## config.mk

```make
export PLATFORM = sky130hd
export DESIGN_NAME = map_text_entity_tokenizer
export DESIGN_NICKNAME = d
export VERILOG_FILES = /design/src/hdl/mtet_pkg.sv /design/src/hdl/mtet_parser.sv /design/src/hdl/map_text_entity_tokenizer.sv
export SDC_FILE = /design/constraint.sdc
export NUM_CORES = 1
export LEC_CHECK = 0
export BUFFER_PORTS_ARGS = -buffer_cell sky130_fd_sc_hd__buf_2
export CAP_MARGIN = 25
export CORE_AREA = 2 2 146 148
export DETAILED_ROUTE_END_ITERATION = 10
export DIE_AREA = 0 0 148 150
export PLACE_DENSITY_LB_ADDON = 0.15
export SLEW_MARGIN = 10
export SYNTH_ARGS = -nofsm -noshare
export SYNTH_HDL_FRONTEND = slang
export SYNTH_SLANG_ARGS = --single-unit
```

## constraint.sdc

```tcl
create_clock -name clk_i -period 11.55 [get_ports clk_i]
set_clock_uncertainty 0.15 [all_clocks]
set_input_delay 1.7325 -clock clk_i [delete_from_list [all_inputs] [get_ports clk_i]]
set_output_delay 1.7325 -clock clk_i [all_outputs]
set_load 0.05 [all_outputs]
```

## src/hdl/mtet_pkg.sv

```systemverilog
package mtet_pkg;

  // Width of the running byte offset; the counter saturates at all ones
  localparam int unsigned OffsetBits = 24;

  // Width of the span fields on the result channel
  localparam int unsigned SpanBits = 24;

  // Characters that drive the parser
  localparam logic [7:0] ChSlash   = 8'h2F;
  localparam logic [7:0] ChLBrace  = 8'h7B;
  localparam logic [7:0] ChRBrace  = 8'h7D;
  localparam logic [7:0] ChQuote   = 8'h22;
  localparam logic [7:0] ChNewline = 8'h0A;

  typedef enum logic [1:0] {
    EvEntity = 2'd0,
    EvKey    = 2'd1,
    EvValue  = 2'd2,
    EvBrush  = 2'd3
  } event_kind_e;

  // One parser event as handed from the parser to the result register
  typedef struct packed {
    event_kind_e          kind;
    logic [SpanBits-1:0]  start;
    logic [SpanBits-1:0]  length;
  } event_t;

endpackage

```

## src/hdl/mtet_parser.sv

```systemverilog
module mtet_parser (
  input  logic            clk_i,
  input  logic            rst_ni,
  input  logic            advance_i,
  input  logic [7:0]      text_byte_i,
  input  logic            start_of_text_i,
  output logic            emit_o,
  output mtet_pkg::event_t event_o
);

  typedef enum logic [2:0] {
    ModeDefault = 3'd0,
    ModeSlash   = 3'd1,
    ModeEntity  = 3'd2,
    ModeAwait   = 3'd3,
    ModeKey     = 3'd4,
    ModeValue   = 3'd5,
    ModeBrushes = 3'd6,
    ModeComment = 3'd7
  } mode_e;

  localparam int unsigned OffW = mtet_pkg::OffsetBits;
  localparam int unsigned ExtW = mtet_pkg::OffsetBits + mtet_pkg::SpanBits;
  localparam logic [OffW-1:0] OffMax = {OffW{1'b1}};

  mode_e           mode_q, mode_d;
  logic [OffW-1:0] offset_q, offset_d;
  logic [OffW-1:0] begin_q, begin_d;

  mode_e           mode_cur;
  logic [OffW-1:0] pos;
  logic [OffW-1:0] begin_cur;
  logic [OffW-1:0] pos_inc;
  logic [OffW-1:0] span_len;
  logic [ExtW-1:0] pos_ext;
  logic [ExtW-1:0] begin_ext;
  logic [ExtW-1:0] len_ext;
  logic            emit;
  logic            emit_entity;
  mtet_pkg::event_kind_e kind;

  // Start of text clears the state before the byte is handled
  always_comb begin
    mode_cur  = start_of_text_i ? ModeDefault : mode_q;
    pos       = start_of_text_i ? '0 : offset_q;
    begin_cur = start_of_text_i ? '0 : begin_q;
  end

  // Saturating increment and span length
  assign pos_inc  = (pos == OffMax) ? OffMax : pos + OffW'(1);
  assign span_len = (pos >= begin_cur) ? pos - begin_cur : '0;

  // Widen, then keep the low span bits
  assign pos_ext   = ExtW'(pos);
  assign begin_ext = ExtW'(begin_cur);
  assign len_ext   = ExtW'(span_len);

  // Mode transitions and event selection
  always_comb begin
    mode_d      = mode_cur;
    begin_d     = begin_cur;
    emit        = 1'b0;
    emit_entity = 1'b0;
    kind        = mtet_pkg::EvEntity;
    unique case (mode_cur)
      ModeDefault, ModeSlash: begin
        if (mode_cur == ModeSlash && text_byte_i == mtet_pkg::ChSlash) begin
          mode_d = ModeComment;
        end else if (text_byte_i == mtet_pkg::ChSlash) begin
          mode_d = ModeSlash;
        end else if (text_byte_i == mtet_pkg::ChLBrace) begin
          mode_d      = ModeEntity;
          emit        = 1'b1;
          emit_entity = 1'b1;
          kind        = mtet_pkg::EvEntity;
        end else begin
          mode_d = ModeDefault;
        end
      end
      ModeEntity: begin
        if (text_byte_i == mtet_pkg::ChQuote) begin
          mode_d  = ModeKey;
          begin_d = pos_inc;
        end else if (text_byte_i == mtet_pkg::ChLBrace) begin
          mode_d  = ModeBrushes;
          begin_d = pos_inc;
        end else if (text_byte_i == mtet_pkg::ChRBrace) begin
          mode_d = ModeDefault;
        end
      end
      ModeAwait: begin
        if (text_byte_i == mtet_pkg::ChQuote) begin
          mode_d  = ModeValue;
          begin_d = pos_inc;
        end
      end
      ModeKey: begin
        if (text_byte_i == mtet_pkg::ChQuote) begin
          mode_d = ModeAwait;
          emit   = 1'b1;
          kind   = mtet_pkg::EvKey;
        end
      end
      ModeValue: begin
        if (text_byte_i == mtet_pkg::ChQuote) begin
          mode_d = ModeEntity;
          emit   = 1'b1;
          kind   = mtet_pkg::EvValue;
        end
      end
      ModeBrushes: begin
        if (text_byte_i == mtet_pkg::ChRBrace) begin
          mode_d = ModeEntity;
          emit   = 1'b1;
          kind   = mtet_pkg::EvBrush;
        end
      end
      ModeComment: begin
        if (text_byte_i == mtet_pkg::ChNewline) begin
          mode_d = ModeDefault;
        end
      end
      default: mode_d = ModeComment;
    endcase
    offset_d = pos_inc;
  end

  // Build the event
  always_comb begin
    event_o.kind = kind;
    if (emit_entity) begin
      event_o.start  = pos_ext[mtet_pkg::SpanBits-1:0];
      event_o.length = '0;
    end else begin
      event_o.start  = begin_ext[mtet_pkg::SpanBits-1:0];
      event_o.length = len_ext[mtet_pkg::SpanBits-1:0];
    end
  end

  assign emit_o = emit;

  // Hold parser state; advance once per handled byte
  always_ff @(posedge clk_i or negedge rst_ni) begin
    if (!rst_ni) begin
      mode_q   <= ModeDefault;
      offset_q <= '0;
      begin_q  <= '0;
    end else if (advance_i) begin
      mode_q   <= mode_d;
      offset_q <= offset_d;
      begin_q  <= begin_d;
    end
  end

`ifndef NO_ASSERTIONS
  // An open span never starts past the next byte offset
  a_begin_le_offset: assert property (@(posedge clk_i) disable iff (!rst_ni)
    begin_q <= offset_q)
    else $error("span begin ahead of byte offset");

  // The offset only moves forward unless the text restarts
  a_offset_monotone: assert property (@(posedge clk_i) disable iff (!rst_ni)
    advance_i && !start_of_text_i |=> offset_q >= $past(offset_q))
    else $error("byte offset went backwards");

  // Entity begin events carry no length
  a_entity_len_zero: assert property (@(posedge clk_i) disable iff (!rst_ni)
    emit && kind == mtet_pkg::EvEntity |-> event_o.length == '0)
    else $error("entity begin with non-zero length");
`endif

endmodule

```

## src/hdl/map_text_entity_tokenizer.sv

```systemverilog
// Channel   Dir  tdata                                   tuser
// s_axis    in   [7:0] text_byte                         [0] start_of_text
// m_axis    out  [23:0] span_start, [47:24] span_length  [1:0] event_kind
//
// One byte is taken every cycle unless the result register stalls; each byte
// passes the input register and, if it raises an event, the result register.
// The mode transition and one offset subtraction sit between the two.
// Reset clears parser mode, offsets and both valid flags.
// A stalled result register holds the input register, which then drops tready.
module map_text_entity_tokenizer (
  input  logic        clk_i,
  input  logic        rst_ni,
  input  logic        s_axis_tvalid,
  output logic        s_axis_tready,
  input  logic [7:0]  s_axis_tdata,   // [7:0] text_byte
  input  logic        s_axis_tuser,   // [0] start_of_text
  output logic        m_axis_tvalid,
  input  logic        m_axis_tready,
  output logic [47:0] m_axis_tdata,   // [23:0] span_start, [47:24] span_length
  output logic [1:0]  m_axis_tuser    // [1:0] event_kind
);

  logic             in_valid_q;
  logic [7:0]       in_byte_q;
  logic             in_sot_q;
  logic             out_valid_q;
  mtet_pkg::event_t out_event_q;
  logic             advance;
  logic             emit;
  mtet_pkg::event_t event_cur;

  // Move a byte on when the result slot is free or being drained
  assign advance       = in_valid_q && (!out_valid_q || m_axis_tready);
  assign s_axis_tready = !in_valid_q || advance;

  // Hold the input request
  always_ff @(posedge clk_i or negedge rst_ni) begin
    if (!rst_ni) begin
      in_valid_q <= 1'b0;
    end else if (s_axis_tready) begin
      in_valid_q <= s_axis_tvalid;
    end
  end

  always_ff @(posedge clk_i) begin
    if (s_axis_tready && s_axis_tvalid) begin
      in_byte_q <= s_axis_tdata;
      in_sot_q  <= s_axis_tuser;
    end
  end

  mtet_parser u_parser (
    .clk_i           (clk_i),
    .rst_ni          (rst_ni),
    .advance_i       (advance),
    .text_byte_i     (in_byte_q),
    .start_of_text_i (in_sot_q),
    .emit_o          (emit),
    .event_o         (event_cur)
  );

  // Load the result register, drop it once taken
  always_ff @(posedge clk_i or negedge rst_ni) begin
    if (!rst_ni) begin
      out_valid_q <= 1'b0;
    end else if (advance) begin
      out_valid_q <= emit;
    end else if (m_axis_tready) begin
      out_valid_q <= 1'b0;
    end
  end

  always_ff @(posedge clk_i) begin
    if (advance && emit) begin
      out_event_q <= event_cur;
    end
  end

  assign m_axis_tvalid = out_valid_q;
  assign m_axis_tdata  = {out_event_q.length, out_event_q.start};
  assign m_axis_tuser  = out_event_q.kind;

endmodule

```

Word level (Yosys, flattened, before mapping)
Index checks and enable logic that the tools add are counted.
{ "classes": {"addsub": 2, "magnitude_cmp": 1, "eq_ne": 13, "mux": 35, "bitwise_logic": 1, "reduce_logical": 13} }
{ "op_table": {"columns": ["cell", "n"], "rows": [
  ["$mux 24", 7],
  ["$mux 48", 1],
  ["$pmux 24 s2", 1],
  ["$mux 3", 11],
  ["$add 24x1->24 const B", 1],
  ["$eq 24x24->1 const B", 1],
  ["$ge 24x24->1", 1],
  ["$sub 24x24->24", 1],
  ["$pmux 3 s7", 1],
  ["$eq 8x6->1 const B", 2],
  ["$eq 8x7->1 const B", 2],
  ["$eq 3x3->1 const B", 4],
  ["$mux 1", 9],
  ["$eq 8x4->1 const B", 1],
  ["$eq 3x2->1 const B", 2],
  ["$mux 2", 3],
  ["$pmux 2 s3", 1],
  ["$reduce_or 2->1", 3],
  ["$logic_and 1x1->1", 4],
  ["$eq 3x1->1 const B", 1],
  ["$logic_not 3->1", 1],
  ["$pmux 1 s3", 1],
  ["$logic_not 1->1", 2],
  ["$logic_or 1x1->1", 2],
  ["other kinds (2)", 2]
]} }
{ "totals": {"ff_bits": 112, "input_bits": 13, "output_inout_bits": 52, "elab_cells": 75} }

Longest topological paths before layout
Gate-level depths: netlist of run 1.
{ "logic_depth": {"depth_word": 6, "mapped_depth": 16, "ltp_nobuf": 12} }

Hierarchy
Synthesis of run 1 repeated with hierarchy kept, for this count alone.
{ "hier_totals": {"cells_unflattened": 719, "hier_area_um2": 6774.0} }
{ "by_module_without_submodules": {"columns": ["mod", "instances", "cells_per_inst", "area_per_inst_um2"], "rows": [
  ["mtet_parser", 1, 650, 4893.4],
  ["map_text_entity_tokenizer", 1, 69, 1880.6]
]} }

Least setup slack after synthesis of run 1
No wires, ideal clock.
{ "synth_timing": {"path_kind": "in2reg", "from": "in m_axis_tready", "to": "reg out_valid_q (netlist: m_axis_tvalid)", "arrival_time_ns": 6.273, "slack_ns": 5.039, "cell_stages": 4, "cell_sequence": "nand2b_1 nand2_1 a221oi_1 or2_2"} }
{ "synth_via": {"elab_chain_cells": 3} }
{ "synth_lines": {"columns": ["element", "line", "rtl"], "rows": [
  ["from (decl)", "map_text_entity_tokenizer.sv:18", "input logic m_axis_tready,"],
  ["$logic_or 1x1->1", "map_text_entity_tokenizer.sv:33", "assign advance = in_valid_q && (!out_valid_q || m_axis_tready);"],
  ["$logic_and 1x1->1", "map_text_entity_tokenizer.sv:33", null],
  ["$mux 1 or $reduce_bool 2->1 (tied branches)", null, null],
  ["to (signal assigned)", "map_text_entity_tokenizer.sv:67", "out_valid_q <= emit;"],
  ["to (decl)", "map_text_entity_tokenizer.sv:26", "logic out_valid_q;"]
]} }
Several ways; a longest one is shown, not always the timed one.
A chain may end at the register's enable or synchronous reset.

Final worst setup path of run 1
{ "layout_timing": {"from": "in m_axis_tready", "to": "out s_axis_tready"} }
{ "layout_via": {"elab_chain_cells": 3} }
{ "layout_lines": {"columns": ["element", "line", "rtl"], "rows": [
  ["$logic_or 1x1->1", "map_text_entity_tokenizer.sv:33", null],
  ["$logic_and 1x1->1", "map_text_entity_tokenizer.sv:33", null],
  ["$logic_or 1x1->1", "map_text_entity_tokenizer.sv:34", "assign s_axis_tready = !in_valid_q || advance;"],
  ["to (decl)", "map_text_entity_tokenizer.sv:14", "output logic s_axis_tready,"]
]} }
Every way passes these cells.

==> results by group, run 1 <==
Clocking
  • Worst-path clk slew: about 0.070 ns
  • Setup Buffers After CTS: 0
  • Number of buffers created by CTS: 9
  • Cts repair resizes: 0
  • CTS max path bufs: 2
  • CTS Root Buffer Type: clkbuf_16
  • Hold-fix buffers, CTS: 0
  • Clk_lat worst skew: between 0.3 and 0.4 ns
  • H-Tree Depth: 3
  • CTS tree: done
  • TritonCTS Sinks: between 100 and 150

Floorplan
  • Core Footprint: 20690 µm²
  • Initial Util: 0.3458
  • I/O pin total: 65
  • Die height: approximately 150 µm
  • Row cnt: 53
  • Chip Width: around 150 µm
  • DIE AREA: 22200 µm²

Timing
  • Slew Limit Fails: 0
  • Final setup fails: 0
  • Worst-Margin Slew: 0.8672 ns
  • Crit share post-route: 0.3605
  • RSZ-0062 raised after global routing: false
  • Slew headroom: 0.4197
  • Tmin final: 4.163 ns
  • Setup TNS Final: 0 ns
  • Final Hold Fails: 0
  • Highest clock rate: 0.2402 GHz

Detailed routing
  • DR iter-0 viols: 394
  • Via density per instance: between 5 and 6
  • Total Routed Length: between 15 and 20 mm
  • DR WL/cell: between 15 and 20 µm
  • DRT antenna net count: 0
  • Via count: 5835
  • # DRC: 0
  • Drt pass-1 iters: 5

Logic synthesis
  • Post-synth EDFFs: roughly 60
  • Most used DFF post-synth: edfxtp_1
  • Cell variety after synth: 73
  • Syn nets: roughly 840
  • Post-Syn Area: 7154 µm²
  • Syn avg cell area: 8.932 µm²
  • Share of flip-flops with an asynchronous set or reset: 0.4732
  • Synthesized flop and latch total: roughly 110
  • Sequential share of the synthesized area: 0.4330
  • Syn Inst Count: approximately 800
  • Synth Warn #: 0

Power
  • Flop pwr share: 0.493
  • Sw power: approximately 250 µW
  • PwrDens: 112.9 nW/µm²
  • Pint: between 600 and 700 µW
  • Combinational power share: 0.155
  • Sw Ratio: 0.2735
  • Leakage Power: approximately 0.0034 µW
  • Clk pwr share: 0.352
  • Maximum vdd ir drop: about 0.074 mV
  • Total Power: 900.7 µW

Final layout
  • Fin util: 0.3855
  • NumNets Final: about 870
  • Antenna cells: 0
  • Synth-to-layout area growth: 11.47%
  • Most frequent cells in the layout: 112 x nand2_1, 83 x nor2_1, 65 x o21ai_0
  • Layout fillers: 2170
  • Commonest non-fill, non-tap cell in the layout: nand2_1
  • Layout cell share with drive strength beyond 1: 0.1396

Critical path
  • Crit end category: output port
  • Crit path kind: in2out
  • Crit path max fanout: 3
  • WP data arrival: around 2.3 ns
  • WP data required: between 9 and 10 ns
  • Worst Reg2Reg Path Length in Cells: 13
  • Critical Path Source Type: input pin

GRT
  • First-pass GRT wire length: 30.35 mm
  • Total grt overflow: 0
  • Overall Global Routing Usage: 0.1759
  • Largest net degree at the start of global routing: 57
  • Initial antenna violation count: 0
  • Vias in the first global route: roughly 5300

Placed design
  • Placed wire-length estimate: 13.75 mm
  • # port buffers: between 60 and 70
  • Routability cong.: roughly 0.84

Min path
  • Hold depth: 2
  • Hold Path Class: reg2reg

Status
  • Status: complete, no violations

Run
  • Max Cap Viol: 0
==> routing by layer <==
| layer | part of all wire | global-route usage | vias to the layer above |
|---|---|---|---|
| met5 | 0 | 0 | - |
| met3 | 0.039 | 0.02256 | 21 |
| met1 | 0.49 | 0.2547 | 2729 |
| met2 | 0.46 | 0.2722 | 138 |
| met4 | 0.018 | 0.05810 | 0 |
| li1 | - | - | 2947 |
==> path summary, 6_finish.rpt <==
path	slack, ns	start	end
min in group asynchronous	1.36	rst_ni	u_parser.offset_q[18]
setup / recovery	7.39	m_axis_tready	s_axis_tready
hold reg to reg	0.32	u_parser.begin_q[9]	u_parser.begin_q[9]
hold / removal	0.32	u_parser.begin_q[9]	u_parser.begin_q[9]
max in group asynchronous	9.38	rst_ni	u_parser.begin_q[2]
setup reg to reg	7.56	in_sot_q	m_axis_tdata[43]
==> cells by family after synthesis <==
logic type / share of synthesized area
mux: 0.01277
compound gates: 0.1960
simple gates: 0.2406
xor+xnor: 0.04162
buf+inv: 0.03917
flops: 0.4330
fa+ha+maj: 0.03673
==> Yosys cell counts (11+ instances only) <==
cell type	number	area share
nor2_1	83	0.044
edfxtp_1	59	0.25
nor3_1	17	0.012
ha_1	21	0.037
nand3_1	11	0.0077
dfrtp_1	53	0.19
nand2b_1	39	0.034
clkbuf_1	24	0.013
buf_2	14	0.0098
o21ai_0	65	0.045
inv_1	17	0.0089
nor2b_1	29	0.025
xnor2_1	22	0.027
xor2_1	12	0.015
a21oi_1	56	0.039
nand2_1	112	0.059
==> power groups by stage <==
stage                     Combinational (µW)  Sequential (µW)  Clock [µW]
after floorplan                          115              445           0
after global placement                   140              452           0
after detailed placement                 140              452           0
after CTS                                141              443         328
after global routing                     156              445         343
final                                    139              444         318
==> stage by stage <==
step                area [µm²]  setup slack, ns  hold WS, ns  std cells
global route              7975            7.236       0.3741       1120
finish                    7975            7.387       0.3219       1120
global placement          7687            7.409       0.3001       1104
CTS                       7975            7.382       0.3238       1120
floorplan                 7154            5.039       0.2897        801
detailed placement        7687            7.385       0.3068       1104
==> sequential cells by signal, indices dropped and copies added (netlist names) <==
register / flops
u_parser.offset_q: 24
in_valid_q: 1
in_byte_q: 8
m_axis_tdata: 48
m_axis_tuser: 2
u_parser.begin_q: 24
m_axis_tvalid: 1
u_parser.mode_q: 3
in_sot_q: 1
==> final cells by class <==
class	count	area (µm²)	share of cell area
inverters	17	63.81	0.008001
clock buffers	11	232.7	0.02918
repair buffers	73	387.9	0.04864
flip-flops and latches	112	3098	0.3885
multi-input cells	627	3794	0.4757
well taps	275	344.1	0.04314
clock inverters	5	55.05	0.006903
==> worst max-delay path, cell delays in order <==
cell	delay, ns
buf_2	0.10
nor2b_1	0.13
nand2_1	0.09
buf_2	0.22
(Power assumes the default switching activity.)
==> run 2: changes to the inputs <==
==> constraint.sdc (replaced) <==
create_clock -name clk_i -period 4.3 [get_ports clk_i]
set_clock_uncertainty 0.15 [all_clocks]
set_input_delay 0.645 -clock clk_i [delete_from_list [all_inputs] [get_ports clk_i]]
set_output_delay 0.645 -clock clk_i [all_outputs]
set_load 0.05 [all_outputs]
==> run 2 against run 1 <==
Worst hold slack got worse by 0.29 ns; first-iteration DRC count fell by 9.1%; cell area rose by 1.4%; total power rose to 2.7 times the previous value; largest cell class unchanged; sequential power rose to 2.7 times the previous value; die area did not move; combinational power rose to 2.8 times the previous value; non-clock buffer count rose by 11; sequential share of layout area fell by 0.55 points; highest routed layer unchanged; core utilization rose by 0.56 points; critical path type is now reg2reg.
==> results by group, run 2 (synthesized netlist as in run 1, its figures left out) <==
Detailed routing
  • DR iter-0 viols: 358 (-9.1%)
  • DRT antenna net count: 0 (unchanged)
  • Drt pass-1 iters: 5 (unchanged)
  • Wl on met1: 9.483 mm (+3.2%)
  • Via count: 5864 (+0.50%)
  • DR WL/cell: 17.09 µm (+1.2%)
  • # DRC: 0 (unchanged)
  • Routed met3 length: 704 µm (-3.3%)
  • WL met2: 8.819 mm (+2.0%)
  • Via density per instance: 5.185 (-0.48%)
  • Total Routed Length: 19.33 mm (+2.2%)
  • Top Metal Used: met4

Critical path
  • Critical-path cell list: buf_4, nor2b_1, ha_1, or2_2, a221o_1, and2_1, a21o_1, a21oi_1, o21ai_2, o21ai_2, mux2_4
  • WP data required: 4.27 ns (-5.40 ns)
  • Buffer and inverter count on the worst path: 1 (-1)
  • Crit-path max cell delay: 0.90 ns (+0.68 ns)
  • Worst Reg2Reg Path Length in Cells: 11 (-2)
  • Top cell family by delay on the critical path: compound AO/OA/AOI/OAI gates
  • WP data arrival: 3.69 ns (+1.41 ns)
  • Crit path to: m_axis_tdata[47]
  • CP dominant cell by count: o21ai_2
  • Number of cells on the critical path: 11 (+7)
  • Slowest CP cell: edfxtp_1
  • RR Startpoint: in_sot_q
  • Crit path max fanout: 21 (+18)
  • R2r setup slk: 0.59 ns (-6.97 ns)
  • Crit path kind: reg2reg
  • Critical Path Source Type: register
  • R2R Path End: m_axis_tdata[47]
  • Worst Setup SP: in_sot_q
  • Crit end category: register

Floorplan
  • I/O pin total: 65 (unchanged)
  • Row cnt: 53 (unchanged)
  • Chip Width: 148 µm (unchanged)
  • Core Footprint: 20690 µm² (unchanged)
  • DIE AREA: 22200 µm² (unchanged)
  • Initial Util: 0.3458 (unchanged)
  • Die height: 150 µm (unchanged)

Run
  • Max Cap Viol: 0 (unchanged)

Timing
  • Hold WS: 0.03506 ns (-0.2868 ns)
  • Worst-Margin Slew: 0.9231 ns (+0.05588 ns)
  • Highest clock rate: roughly 0.27 GHz
  • Crit share post-route: 0.8634
  • Final setup fails: 0 (unchanged)
  • RSZ-0062 raised after global routing: false
  • Slew headroom: 0.3823 (-0.03739)
  • Tmin final: between 3 and 4 ns
  • Final Hold Fails: 0 (unchanged)
  • Slew Limit Fails: 0 (unchanged)
  • Setup TNS Final: 0 ns (unchanged)

Final layout
  • NumNets Final: 885 (+1.3%)
  • Synth-to-layout area growth: 13.08%
  • Final non-filler cell total: 1131 (+0.98%)
  • Layout fillers: 2141 (-1.3%)
  • Antenna cells: 0 (unchanged)
  • Layout cell share with drive strength beyond 1: 0.1530 (+0.01339)
  • Max reg flops: 48 (unchanged)
  • Most frequent cells in the layout: 112 x nand2_1, 83 x nor2_1, 65 x o21ai_0
  • Commonest non-fill, non-tap cell in the layout: nand2_1

Clocking
  • Number of buffers created by CTS: 9 (unchanged)
  • TritonCTS Sinks: 112 (unchanged)
  • Hold-fix buffers, CTS: 0 (unchanged)
  • CTS Root Buffer Type: clkbuf_16
  • H-Tree Depth: 3 (unchanged)
  • Worst-path clk slew: 0.07 ns (about the same)
  • CTS max path bufs: 2 (unchanged)
  • Setup Buffers After CTS: 0 (unchanged)
  • CTS tree: done
  • Clk_lat worst skew: 0.36 ns (about the same)
  • Cts repair resizes: 0 (unchanged)

Power
  • PwrDens: 301.0 nW/µm² (+170%)
  • Leakage Power: 0.003418 µW (+1.9%)
  • Maximum vdd ir drop: 0.1909 mV (+160%)

GRT
  • Overall Global Routing Usage: 0.1795 (+0.003525)
  • First-pass GRT wire length: 30.86 mm (+1.7%)
  • Total grt overflow: 0 (unchanged)
  • Largest net degree at the start of global routing: 40 (-30%)
  • Vias in the first global route: 5554 (+4.8%)
  • Initial antenna violation count: 0 (unchanged)

Min path
  • Hold Path Class: in2async

Placed design
  • # port buffers: 64 (unchanged)
  • Placed cells: 1114 (+0.91%)
  • Routability cong.: 0.8552 (+2.4%)
  • Placed wire-length estimate: 14.29 mm (+3.9%)

Status
  • Status: complete, no violations
-- run 2: metal layers --
layer | global-route usage | vias to the layer above
li1 | - | 2965
met1 | 0.2524 | 2743
met2 | 0.2875 | 137
met3 | 0.02165 | 19
met4 | 0.05952 | 0
met5 | 0 | -
-- run 2: worst min-delay path by stage --
stage                         from               endpoint  slack [ns]
5_1_grt                     rst_ni   u_parser.begin_q[20]        0.05
3_5_place_dp   u_parser.begin_q[9]    u_parser.begin_q[9]        0.31
3_3_place_gp   u_parser.begin_q[9]    u_parser.begin_q[9]        0.30
6_report                    rst_ni  u_parser.offset_q[20]        0.04
2_1_floorplan               rst_ni             in_valid_q        0.20
4_1_cts            s_axis_tdata[0]           in_byte_q[0]        0.29
-- run 2: per-stage QoR --
step | total power (µW) | instance area, µm² | setup slack (ns) | util
global placement | 1605 | 7775 | 0.6753 | 0.3758
global route | 2543 | 8090 | 0.2506 | 0.3910
finish | 2435 | 8090 | 0.5874 | 0.3910
CTS | 2460 | 8070 | 0.5926 | 0.3901
detailed placement | 1604 | 7775 | 0.6148 | 0.3758
floorplan | 1503 | 7161 | 0.1497 | -
-- run 2: final cells by class --
class	count	area [µm²]	area share
repair buffers	84	495.5	0.06124
clock buffers	13	271.5	0.03356
clock inverters	3	23.77	0.002938
multi-input cells	627	3794	0.4689
inverters	17	63.81	0.007887
well taps	275	344.1	0.04253
flip-flops and latches	112	3098	0.3829
-- run 2: where the power goes --
group          internal (µW)  switching, µW  total (µW)
combinational            158            227         385
sequential              1160           40.2        1200
clock                    447            406         852
-- run 2: worst reg2reg max path, stage by stage (launching register included) --
cell,delay [ns]
edfxtp_1,0.90
buf_4,0.38
nor2b_1,0.12
ha_1,0.25
or2_2,0.28
a221o_1,0.28
and2_1,0.17
a21o_1,0.18
a21oi_1,0.17
o21ai_2,0.13
o21ai_2,0.17
mux2_4,0.30
